## src/hw/rtl/ptaf_pkg.sv

```systemverilog
`default_nettype none

package ptaf_pkg;

   // Widths of the pixel channels and of the packed color registers.
   localparam int unsigned CHAN_W  = 8;
   localparam int unsigned COLOR_W = 3 * CHAN_W;
   localparam int unsigned CSR_IDX_W = 2;

   // Bit offsets of each channel inside a packed color register.
   localparam int unsigned RED_LSB   = 0;
   localparam int unsigned GREEN_LSB = 8;
   localparam int unsigned BLUE_LSB  = 16;

   // Register indexes of the configuration port.
   typedef enum logic [CSR_IDX_W-1:0] {
      CSR_FG_COLOR      = 2'd0,
      CSR_BK_COLOR      = 2'd1,
      CSR_HAS_ALPHA     = 2'd2,
      CSR_FLATTEN_ALPHA = 2'd3
   } csr_idx_type;

   localparam logic [CHAN_W-1:0] CHAN_MAX  = 8'hFF;
   localparam logic [CHAN_W-1:0] CHAN_ZERO = 8'h00;
   localparam logic [CHAN_W-1:0] ROUND_HALF = 8'd127;

   localparam logic [COLOR_W-1:0] FG_RESET = 24'hFFFFFF;
   localparam logic [COLOR_W-1:0] BK_RESET = 24'h000000;

   // Pipeline control shared by the lanes: load enables and valid bits.
   typedef struct packed {
      logic en_s1;
      logic en_s2;
      logic en_s3;
      logic vld_s1;
      logic vld_s2;
      logic vld_s3;
   } pipe_ctrl_type;

endpackage

`default_nettype wire

```

## src/hw/rtl/ptaf_pipe_ctrl.sv

```systemverilog
`default_nettype none

module ptaf_pipe_ctrl (
   input  wire logic                   clock,
   input  wire logic                   reset,
   input  wire logic                   req_valid,
   output logic                        req_stall,
   output logic                        rsp_valid,
   input  wire logic                   rsp_stall,
   output ptaf_pkg::pipe_ctrl_type     ctrl
);
   import ptaf_pkg::*;

   logic vld_s1_ff, vld_s2_ff, vld_s3_ff;
   logic en_s1, en_s2, en_s3;

   // A stage loads when it is empty or when its content moves on.
   assign en_s3 = !vld_s3_ff || !rsp_stall;
   assign en_s2 = !vld_s2_ff || en_s3;
   assign en_s1 = !vld_s1_ff || en_s2;

   assign req_stall = !en_s1;
   assign rsp_valid = vld_s3_ff;

   // Valid bits of the three stages.
   always_ff @(posedge clock) begin
      if (reset) begin
         vld_s1_ff <= 1'b0;
         vld_s2_ff <= 1'b0;
         vld_s3_ff <= 1'b0;
      end else begin
         if (en_s1) vld_s1_ff <= req_valid;
         if (en_s2) vld_s2_ff <= vld_s1_ff;
         if (en_s3) vld_s3_ff <= vld_s2_ff;
      end
   end

   assign ctrl.en_s1  = en_s1;
   assign ctrl.en_s2  = en_s2;
   assign ctrl.en_s3  = en_s3;
   assign ctrl.vld_s1 = vld_s1_ff;
   assign ctrl.vld_s2 = vld_s2_ff;
   assign ctrl.vld_s3 = vld_s3_ff;

endmodule

`default_nettype wire

```

## src/hw/rtl/ptaf_lane.sv

```systemverilog
`default_nettype none

module ptaf_lane (
   input  wire logic                          clock,
   input  wire ptaf_pkg::pipe_ctrl_type       ctrl,
   input  wire logic [ptaf_pkg::CHAN_W-1:0]   chan_in,
   input  wire logic [ptaf_pkg::CHAN_W-1:0]   fg_chan,
   input  wire logic [ptaf_pkg::CHAN_W-1:0]   bk_chan,
   input  wire logic [ptaf_pkg::CHAN_W-1:0]   alpha_s1,
   input  wire logic [ptaf_pkg::CHAN_W-1:0]   alpha_s2,
   input  wire logic                          flat_s2,
   output logic      [ptaf_pkg::CHAN_W-1:0]   chan_out
);
   import ptaf_pkg::*;

   // Stage 1: signed color span times the inverted channel.
   logic signed [CHAN_W:0]     span;
   logic signed [2*CHAN_W+1:0] prod_in;
   logic signed [2*CHAN_W+1:0] prod_ff;
   logic [CHAN_W-1:0]          fg_s1_ff, bk_s1_ff;

   assign span    = $signed({1'b0, fg_chan}) - $signed({1'b0, bk_chan});
   assign prod_in = span * $signed({1'b0, ~chan_in});

   always_ff @(posedge clock) begin
      if (ctrl.en_s1) begin
         prod_ff  <= prod_in;
         fg_s1_ff <= fg_chan;
         bk_s1_ff <= bk_chan;
      end
   end

   // Stage 2: floor shift, tint with clamp, and the two blend products.
   logic signed [CHAN_W+1:0]  step;
   logic signed [CHAN_W+2:0]  tint_wide;
   logic [CHAN_W-1:0]         tint;
   logic [2*CHAN_W-1:0]       fore_in, back_in;
   logic [2*CHAN_W-1:0]       fore_ff, back_ff;
   logic [CHAN_W-1:0]         tint_s2_ff, bk_s2_ff;

   assign step      = prod_ff[2*CHAN_W+1:CHAN_W];
   assign tint_wide = $signed({3'b000, fg_s1_ff}) - (CHAN_W+3)'(step);

   always_comb begin
      if (tint_wide < 0) begin
         tint = CHAN_ZERO;
      end else if (tint_wide > $signed({3'b000, CHAN_MAX})) begin
         tint = CHAN_MAX;
      end else begin
         tint = tint_wide[CHAN_W-1:0];
      end
   end

   assign fore_in = tint * alpha_s1;
   assign back_in = (CHAN_MAX - alpha_s1) * bk_s1_ff;

   always_ff @(posedge clock) begin
      if (ctrl.en_s2) begin
         fore_ff    <= fore_in;
         back_ff    <= back_in;
         tint_s2_ff <= tint;
         bk_s2_ff   <= bk_s1_ff;
      end
   end

   // Stage 3: rounded divide by 255 through the reciprocal form, then select.
   logic [2*CHAN_W:0] blend_sum;
   logic [2*CHAN_W:0] blend_adj;
   logic [CHAN_W:0]   blend_quo;
   logic [CHAN_W-1:0] blend;
   logic [CHAN_W-1:0] chan_in_s3;
   logic [CHAN_W-1:0] chan_out_ff;

   assign blend_sum = {1'b0, fore_ff} + {1'b0, back_ff} + (2*CHAN_W+1)'(ROUND_HALF);
   assign blend_adj = blend_sum + (blend_sum >> CHAN_W) + (2*CHAN_W+1)'(1);
   assign blend_quo = blend_adj[2*CHAN_W:CHAN_W];
   assign blend     = blend_quo[CHAN_W] ? CHAN_MAX : blend_quo[CHAN_W-1:0];

   always_comb begin
      if (!flat_s2 || alpha_s2 == CHAN_MAX) begin
         chan_in_s3 = tint_s2_ff;
      end else if (alpha_s2 == CHAN_ZERO) begin
         chan_in_s3 = bk_s2_ff;
      end else begin
         chan_in_s3 = blend;
      end
   end

   always_ff @(posedge clock) begin
      if (ctrl.en_s3) begin
         chan_out_ff <= chan_in_s3;
      end
   end

   assign chan_out = chan_out_ff;

endmodule

`default_nettype wire

```

## src/hw/rtl/pixel_tint_alpha_flatten.sv

```systemverilog
`default_nettype none

// Duotone tint of one BGR(A) pixel per beat, with optional flattening of the
// alpha onto the background color.
//
// The req_ channel carries one pixel per beat; the rsp_ channel returns one
// pixel per beat, in order. A beat moves when valid is high and stall is low.
// Each color channel runs in its own three-stage lane (multiply, tint and
// blend products, divide by 255 and select), and the top level merges the
// lanes with the alpha path into the result register.
// The accepted pixel passes through the stage 1, 2 and 3 registers, and rsp_valid is
// the stage 3 valid bit. Throughput is one pixel per cycle while rsp_stall is low;
// the rate is set by the three lane stages, each of which holds one pixel.
// When rsp_stall is high the result register holds; the stages behind it keep
// filling, and req_stall rises only once all three stages are occupied.
// Synchronous reset empties the pipeline and restores the color registers:
// foreground white, background black, alpha present, flattening off.
// The csr_ port writes one register per cycle and should only be used while
// the pipeline is empty.
module pixel_tint_alpha_flatten (
   input  wire logic                             clock,
   input  wire logic                             reset,
   input  wire logic                             req_valid,
   output logic                                  req_stall,
   input  wire logic [ptaf_pkg::CHAN_W-1:0]      req_blue_in,
   input  wire logic [ptaf_pkg::CHAN_W-1:0]      req_green_in,
   input  wire logic [ptaf_pkg::CHAN_W-1:0]      req_red_in,
   input  wire logic [ptaf_pkg::CHAN_W-1:0]      req_alpha_in,
   output logic                                  rsp_valid,
   input  wire logic                             rsp_stall,
   output logic      [ptaf_pkg::CHAN_W-1:0]      rsp_blue_out,
   output logic      [ptaf_pkg::CHAN_W-1:0]      rsp_green_out,
   output logic      [ptaf_pkg::CHAN_W-1:0]      rsp_red_out,
   output logic      [ptaf_pkg::CHAN_W-1:0]      rsp_alpha_out,
   input  wire logic                             csr_write,
   input  wire logic [ptaf_pkg::CSR_IDX_W-1:0]   csr_index,
   input  wire logic [ptaf_pkg::COLOR_W-1:0]     csr_data
);
   import ptaf_pkg::*;

   // Configuration registers.
   logic [COLOR_W-1:0] fg_color_ff;
   logic [COLOR_W-1:0] bk_color_ff;
   logic               has_alpha_ff;
   logic               flatten_alpha_ff;

   always_ff @(posedge clock) begin
      if (reset) begin
         fg_color_ff      <= FG_RESET;
         bk_color_ff      <= BK_RESET;
         has_alpha_ff     <= 1'b1;
         flatten_alpha_ff <= 1'b0;
      end else if (csr_write) begin
         unique case (csr_idx_type'(csr_index))
            CSR_FG_COLOR:      fg_color_ff      <= csr_data;
            CSR_BK_COLOR:      bk_color_ff      <= csr_data;
            CSR_HAS_ALPHA:     has_alpha_ff     <= csr_data[0];
            CSR_FLATTEN_ALPHA: flatten_alpha_ff <= csr_data[0];
            default: ;
         endcase
      end
   end

   // Pipeline control.
   pipe_ctrl_type ctrl;

   ptaf_pipe_ctrl u_ctrl (
      .clock     (clock),
      .reset     (reset),
      .req_valid (req_valid),
      .req_stall (req_stall),
      .rsp_valid (rsp_valid),
      .rsp_stall (rsp_stall),
      .ctrl      (ctrl)
   );

   // Alpha and flatten decision travel beside the lanes.
   logic [CHAN_W-1:0] alpha_s1_ff, alpha_s2_ff, alpha_out_ff;
   logic              flat_s1_ff, flat_s2_ff, flat_out_ff;

   always_ff @(posedge clock) begin
      if (ctrl.en_s1) begin
         alpha_s1_ff <= req_alpha_in;
         flat_s1_ff  <= has_alpha_ff && flatten_alpha_ff;
      end
      if (ctrl.en_s2) begin
         alpha_s2_ff <= alpha_s1_ff;
         flat_s2_ff  <= flat_s1_ff;
      end
      if (ctrl.en_s3) begin
         alpha_out_ff <= flat_s2_ff ? CHAN_MAX : alpha_s2_ff;
         flat_out_ff  <= flat_s2_ff;
      end
   end

   // One lane for each color channel.
   ptaf_lane u_lane_blue (
      .clock    (clock),
      .ctrl     (ctrl),
      .chan_in  (req_blue_in),
      .fg_chan  (fg_color_ff[BLUE_LSB +: CHAN_W]),
      .bk_chan  (bk_color_ff[BLUE_LSB +: CHAN_W]),
      .alpha_s1 (alpha_s1_ff),
      .alpha_s2 (alpha_s2_ff),
      .flat_s2  (flat_s2_ff),
      .chan_out (rsp_blue_out)
   );

   ptaf_lane u_lane_green (
      .clock    (clock),
      .ctrl     (ctrl),
      .chan_in  (req_green_in),
      .fg_chan  (fg_color_ff[GREEN_LSB +: CHAN_W]),
      .bk_chan  (bk_color_ff[GREEN_LSB +: CHAN_W]),
      .alpha_s1 (alpha_s1_ff),
      .alpha_s2 (alpha_s2_ff),
      .flat_s2  (flat_s2_ff),
      .chan_out (rsp_green_out)
   );

   ptaf_lane u_lane_red (
      .clock    (clock),
      .ctrl     (ctrl),
      .chan_in  (req_red_in),
      .fg_chan  (fg_color_ff[RED_LSB +: CHAN_W]),
      .bk_chan  (bk_color_ff[RED_LSB +: CHAN_W]),
      .alpha_s1 (alpha_s1_ff),
      .alpha_s2 (alpha_s2_ff),
      .flat_s2  (flat_s2_ff),
      .chan_out (rsp_red_out)
   );

   assign rsp_alpha_out = alpha_out_ff;

   // The input is held off only while every stage holds a pixel.
   a_stall_only_full : assert property (@(posedge clock) disable iff (reset)
      req_stall |-> (ctrl.vld_s1 && ctrl.vld_s2 && ctrl.vld_s3))
      else $error("req_stall raised with an empty stage");

   // An accepted beat lands in the first stage.
   a_accept_lands : assert property (@(posedge clock) disable iff (reset)
      (req_valid && !req_stall) |=> ctrl.vld_s1)
      else $error("accepted beat lost at stage 1");

   // A flattened result always leaves opaque.
   a_flat_opaque : assert property (@(posedge clock) disable iff (reset)
      (rsp_valid && flat_out_ff) |-> (rsp_alpha_out == CHAN_MAX))
      else $error("flattened pixel not opaque");

   // Reset empties the output.
   a_reset_empty : assert property (@(posedge clock)
      reset |=> !rsp_valid)
      else $error("result valid right after reset");

endmodule

`default_nettype wire
```

## config.mk

```make
export PLATFORM = sky130hd
export DESIGN_NAME = pixel_tint_alpha_flatten
export DESIGN_NICKNAME = d
export VERILOG_FILES = /design/src/hw/rtl/ptaf_pkg.sv /design/src/hw/rtl/ptaf_pipe_ctrl.sv /design/src/hw/rtl/ptaf_lane.sv /design/src/hw/rtl/pixel_tint_alpha_flatten.sv
export SDC_FILE = /design/constraint.sdc
export NUM_CORES = 2
export LEC_CHECK = 0
export ABC_CLOCK_PERIOD_IN_PS = 17700
export BUFFER_PORTS_ARGS = -buffer_cell sky130_fd_sc_hd__buf_4
export CORE_MARGIN = 2
export CORE_UTILIZATION = 55
export DETAILED_ROUTE_END_ITERATION = 12
export GPL_TIMING_DRIVEN = 0
export PLACE_DENSITY = 0.72
export SLEW_MARGIN = 10
export SYNTH_ARGS = -nofsm -noshare
export SYNTH_HDL_FRONTEND = slang
export SYNTH_SLANG_ARGS = --single-unit
export TNS_END_PERCENT = 30
```

## constraint.sdc

```tcl
create_clock -name clock -period 17.7 [get_ports clock]
set_input_delay 2.655 -clock clock [delete_from_list [all_inputs] [get_ports clock]]
set_output_delay 2.655 -clock clock [all_outputs]
set_load 0.02 [all_outputs]
```

-- After elaboration in Yosys (flattened, before gate mapping)
Index checks and enable logic that the tools add are counted.
- bits in registers: 349
- bits in latches: 0
- bits in writable memories: 0
- ROM bits: 0
- input bits: 63
- output and inout port bits: 34
- logic and storage cells: 109
- memories kept: 0
- add/subtract/negate cells: 19
- $mul: 9
- divide/modulo/power cells: 0
- magnitude comparators: 6
- equality and inequality tests: 4
- shift-type cells: 0
- multiplexer cells: 15
- bitwise gates (word level): 3
- reduce and logical (&&, ||, !) cells: 17
- operators by type and width (kind ; number):
    $mux 8 ; 15
    $mul 9x9->18 ; 3
    $add 16x16->17 ; 3
    $add 17x1->17 const B ; 3
    $add 17x7->17 const B ; 3
    $add 17x9->17 ; 3
    $mul 16x8->16 ; 3
    $mul 8x8->16 ; 3
    $gt 11x9->1 const B ; 3
    $lt 11x1->1 const B ; 3
    $sub 9x10->11 ; 3
    $sub 8x8->9 ; 3
    $not 8->8 ; 3
    $sub 8x8->9 const A ; 1
    $eq 8x8->1 const B ; 1
    $logic_not 8->1 ; 1
    $reduce_and 2->1 ; 4
    $logic_not 1->1 ; 6
    $eq 2x2->1 const B ; 2
    $logic_or 1x1->1 ; 4
    $eq 2x1->1 const B ; 1
    $logic_not 2->1 ; 1
    $logic_and 1x1->1 ; 1

-- Logic depth before layout (Yosys ltp)
- depth after elaboration: 7
- mapped depth: 31
- mapped depth without buffers: 30

-- Cells and area by module
From an unflattened synthesis, not the netlist that was laid out.
- cell total of the unflattened synthesis: 3955
- area, all modules: 38485.7 um^2
- by module, submodules not included (module ; times used ; cells an instance ; area each (um^2) ; seq. area each (um^2)):
    ptaf_lane at u_lane_blue ; 1 ; 1265 ; 12011.5 ; 2462.4
    ptaf_lane at u_lane_red ; 1 ; 1207 ; 11781.3 ; 2462.4
    ptaf_lane at u_lane_green ; 1 ; 1210 ; 11553.6 ; 2462.4
    pixel_tint_alpha_flatten ; 1 ; 254 ; 2979.1 ; 1781.7
    ptaf_pipe_ctrl ; 1 ; 19 ; 160.2 ; 60.1

-- Least setup slack after synthesis
No wires, ideal clock.
- path kind: input -> output
- start point: input port rsp_stall
- end point: output port req_stall
- arrival time: 5186 ps
- required time: 15045 ps
- path slack: 9859 ps
- cell stages on the path: 3
- buffers on the path: 0
- path through: and3_1 nand2_1 inv_1
- longest elaborated chain between the ends: 5
- ends and longest elaborated chain (what ; line ; source):
    from (decl) ; pixel_tint_alpha_flatten.sv:30 ; input wire logic rsp_stall,
    $logic_not 1->1 ; ptaf_pipe_ctrl.sv:18 ; assign en_s3 = !vld_s3_ff || !rsp_stall;
    $logic_or 1x1->1 ; ptaf_pipe_ctrl.sv:18 ;
    $logic_or 1x1->1 ; ptaf_pipe_ctrl.sv:19 ; assign en_s2 = !vld_s2_ff || en_s3;
    $logic_or 1x1->1 ; ptaf_pipe_ctrl.sv:20 ; assign en_s1 = !vld_s1_ff || en_s2;
    $logic_not 1->1 ; ptaf_pipe_ctrl.sv:22 ; assign req_stall = !en_s1;
    to (decl) ; pixel_tint_alpha_flatten.sv:24 ; output logic req_stall,
Every way passes these cells.

-- Final worst setup path
- start point: register u_lane_red.fg_s1_ff[1]
- end point: register u_lane_red.fore_ff[15] (data pin)
- longest elaborated chain between the ends: 5
- elaborated cells on any way between the ends: 6
- those cells by class: add/sub (1); mul (1); order compare (2); mux (2)
- ends and longest elaborated chain (what ; line ; source):
    from (decl) ; ptaf_lane.sv:20 ; logic [CHAN_W-1:0] fg_s1_ff, bk_s1_ff;
    from (signal assigned) ; ptaf_lane.sv:28 ; fg_s1_ff <= fg_chan;
    $sub 9x10->11 * ; ptaf_lane.sv:42 ; assign tint_wide = $signed({3'b000, fg_s1_ff}) - (CHAN_W+3)'(step);
    $gt 11x9->1 ; ptaf_lane.sv:47 ; end else if (tint_wide > $signed({3'b000, CHAN_MAX})) begin
    $mux 8 ; ptaf_lane.sv:47 ;
    $mux 8 * ; ptaf_lane.sv:45 ; if (tint_wide < 0) begin
    named net u_lane_red.tint[4] ; ptaf_lane.sv:36 ; logic [CHAN_W-1:0] tint;
    $mul 8x8->16 * ; ptaf_lane.sv:54 ; assign fore_in = tint * alpha_s1;
    named net u_lane_red.fore_in[15] ; ptaf_lane.sv:37 ; logic [2*CHAN_W-1:0] fore_in, back_in;
    to (signal assigned) ; ptaf_lane.sv:59 ; fore_ff <= fore_in;
    to (decl) ; ptaf_lane.sv:38 ; logic [2*CHAN_W-1:0] fore_ff, back_ff;
The timed path passes the listed nets; every way through them passes the cells marked *.
A chain may end at the register's enable or synchronous reset.

==> flow_summary.json <==
{
  "drc": 0,
  "syn_nets": 4800,
  "synth_edf_count": 272,
  "stdcell_count": 4889,
  "run_status": "completed",
  "critical_path_required_ns": 18.01,
  "die-height_um": 264,
  "antenna_found_initial": 5,
  "period_share": 0.448,
  "worst-endpoint-arrival_ns": 8.25,
  "grt_usage": 0.253,
  "coreArea_um2": 66900,
  "place_congestion": 0.898,
  "cts_resized": 0,
  "ys_ff_latch": 325,
  "startpoint_type": "register",
  "syn-instance-count": 3858,
  "cp_max_fo": 9,
  "ctsHoldBuffers": 0,
  "cts-root-buf": "clkbuf_16",
  "grt_overflow": 0,
  "r2r_end": "u_lane_red.fore_ff[15]",
  "cts_buffers": 39,
  "wire_per_inst_um": 17.5,
  "first_pass_iters": 5,
  "async_flop_share": 0,
  "layout_min_cycle_time_ns": 7.94,
  "htreeDepth": 2,
  "timing.hold.ws_ns": 0.440,
  "synth.distinct_cells": 77,
  "dr.first_iter.drc_count": 2003,
  "avgSynthCellArea_um2": 9.61,
  "fmax_ghz": 0.126,
  "vias_per_cell": 5.46,
  "post_cts_buffers": 0,
  "synthTopCellsByArea": "edfxtp_1 22%, fa_1 22%, ha_1 16%",
  "ys_seq_area_frac": 0.249,
  "io_pins": 97,
  "synthFlopType": "edfxtp_1",
  "setup-tns-final_ns": 0,
  "cp-startpoint": "u_lane_red.fg_s1_ff[1]",
  "wl_um": 85400,
  "final_cell_mix": "787 x inv_1, 477 x ha_1, 402 x fa_1, 272 x edfxtp_1, 255 x nor2_1",
  "hold_viol_final": 0,
  "worst_clock_skew_ns": 0.0172,
  "worst_pin_slew_ns": 1.22,
  "design.die.area_um2": 69500,
  "dp_cells": 4815,
  "grt_pass1_wl_um": 140000,
  "placed_area_um2": 38900,
  "area_delta_synth_final_pct": 8.52,
  "setup_viol": 0,
  "slew_violations": 0,
  "clock_sinks": 325,
  "final_common_cell": "inv_1",
  "port_buffers": 80,
  "die_x_um": 264,
  "grt_pass1_vias": 26800,
  "r2r_slack_ns": 9.76,
  "nets": 4925,
  "dpl.hpwl_um": 69300,
  "ant_nets": 0,
  "synth_area_um2": 37100,
  "path_class": "reg -> reg",
  "worstHoldPathType": "reg -> reg",
  "drive_gt1_frac": 0.0481,
  "clkSlewWorstSetupHoldPaths_ns": 0.06,
  "maxCapViolCount": 0,
  "clk_latency_ns": 0.58,
  "rsz0062_at_grt": "false",
  "max_slew_margin": 0.185,
  "vias": 26700,
  "timing.critical_path.to_type": "register",
  "yosysWarnings": 0,
  "fin_area_um2": 40200,
  "rr_startpoint": "u_lane_red.fg_s1_ff[1]",
  "rows": 95,
  "cts_tree": "done",
  "clk_path_buf_depth": 3,
  "rr_worst_depth": 26,
  "grt_max_degree": 87,
  "synth_top_area_share": 0.220,
  "worstSetupEndpoint": "u_lane_red.fore_ff[15]",
  "floorplan.initialDensity": 0.554,
  "synth_top_area_cell": "edfxtp_1"
}
==> routing by layer <==
| metal | share of wire | global-route usage | vias up | routed length (µm) |
|---|---|---|---|---|
| met5 | 0.00015 | 0 | - | 13 |
| met4 | 0.028 | 0.0766 | 2 | 2430 |
| met3 | 0.068 | 0.0343 | 147 | 5810 |
| met2 | 0.47 | 0.422 | 786 | 40200 |
| met1 | 0.43 | 0.345 | 13000 | 36900 |
| li1 | - | - | 12800 | - |
==> Yosys cell counts, types with 10 or more instances <==
master,count
xor2_1,44
o21bai_1,18
inv_1,788
a211oi_1,13
clkbuf_1,79
or3_1,19
a21oi_1,175
nand4_1,10
nand3b_1,10
nand2_1,230
ha_1,477
nand3_1,15
a21boi_0,24
nor3_1,44
nor2_1,255
o41ai_1,15
nand2b_1,107
a211o_1,27
dfxtp_1,53
edfxtp_1,272
o21ai_0,111
o211ai_1,13
and2_1,94
fa_1,402
a21o_1,58
or2_2,24
o21a_1,26
xnor2_1,149
nor2b_1,169
==> state kept, by name, summed over array words and instances, names as in the netlist, 10 cells and up <==
signal                count
bk_color_ff              24
fg_color_ff              24
u_lane_red.back_ff       16
u_lane_green.fore_ff     16
u_lane_blue.fore_ff      16
u_lane_green.prod_ff     10
u_lane_green.back_ff     16
u_lane_red.prod_ff       10
u_lane_blue.back_ff      16
u_lane_blue.prod_ff      10
u_lane_red.fore_ff       16
==> critical path, cell delays in order, from the launching register on <==
cell      delay [ns]
edfxtp_1        0.42
ha_1            0.30
nor2b_1         0.12
o21ai_0         0.10
a21boi_0        0.34
o21ai_0         0.17
a21boi_0        0.46
o21ai_0         0.27
a31oi_1         0.67
o22ai_1         0.53
and2_1          0.34
fa_1            0.50
inv_1           0.05
fa_1            0.53
inv_1           0.05
fa_1            0.47
inv_1           0.05
fa_1            0.48
inv_1           0.04
ha_1            0.30
a21boi_0        0.17
o21ai_0         0.24
a21boi_0        0.15
o21ai_0         0.29
a21oi_1         0.15
o41ai_1         0.32
xnor2_1         0.14
==> worst min-delay path by stage <==
stage                               start                       to  slack, ns  cells after the start
after floorplan                flat_s1_ff               flat_s2_ff       0.40                      0
after global placement     fg_color_ff[0]   u_lane_red.fg_s1_ff[0]       0.41                      0
after detailed placement  fg_color_ff[16]  u_lane_blue.fg_s1_ff[0]       0.42                      0
after CTS                 fg_color_ff[16]  u_lane_blue.fg_s1_ff[0]       0.44                      0
after global routing      fg_color_ff[16]  u_lane_blue.fg_s1_ff[0]       0.45                      0
final                     fg_color_ff[16]  u_lane_blue.fg_s1_ff[0]       0.44                      0
==> per-stage QoR <==
stage	util	setup slack, ns
global route	0.601	9.22
detailed placement	0.581	9.98
finish	0.601	9.76
floorplan	-	9.86
global placement	0.579	8.46
CTS	0.601	9.92
==> logic make-up after synthesis <==
logic type	after synthesis	synth area share
muxes	2	0.000540
xor gates and xnor gates	193	0.0456
DFF	325	0.249
and+or+nand+nor	1017	0.139
adders and majority gates	879	0.378
buffers and inverters	876	0.0888
AOI/OAI and AO/OA	566	0.0989
==> cell type report <==
type,instances,area (µm²)
diodes,2,5.00
plain buffers,85,324
clock buffers,48,1070
clock inverters,24,268
fillers,5631,26700
inverters,791,2980
multi-input cells,2657,24600
flip-flops and latches,325,9230
well taps,873,1090
repair buffers,84,691
Power is not shown: default switching activity piles up to over one toggle a cycle in this logic, so the estimate is an artifact.
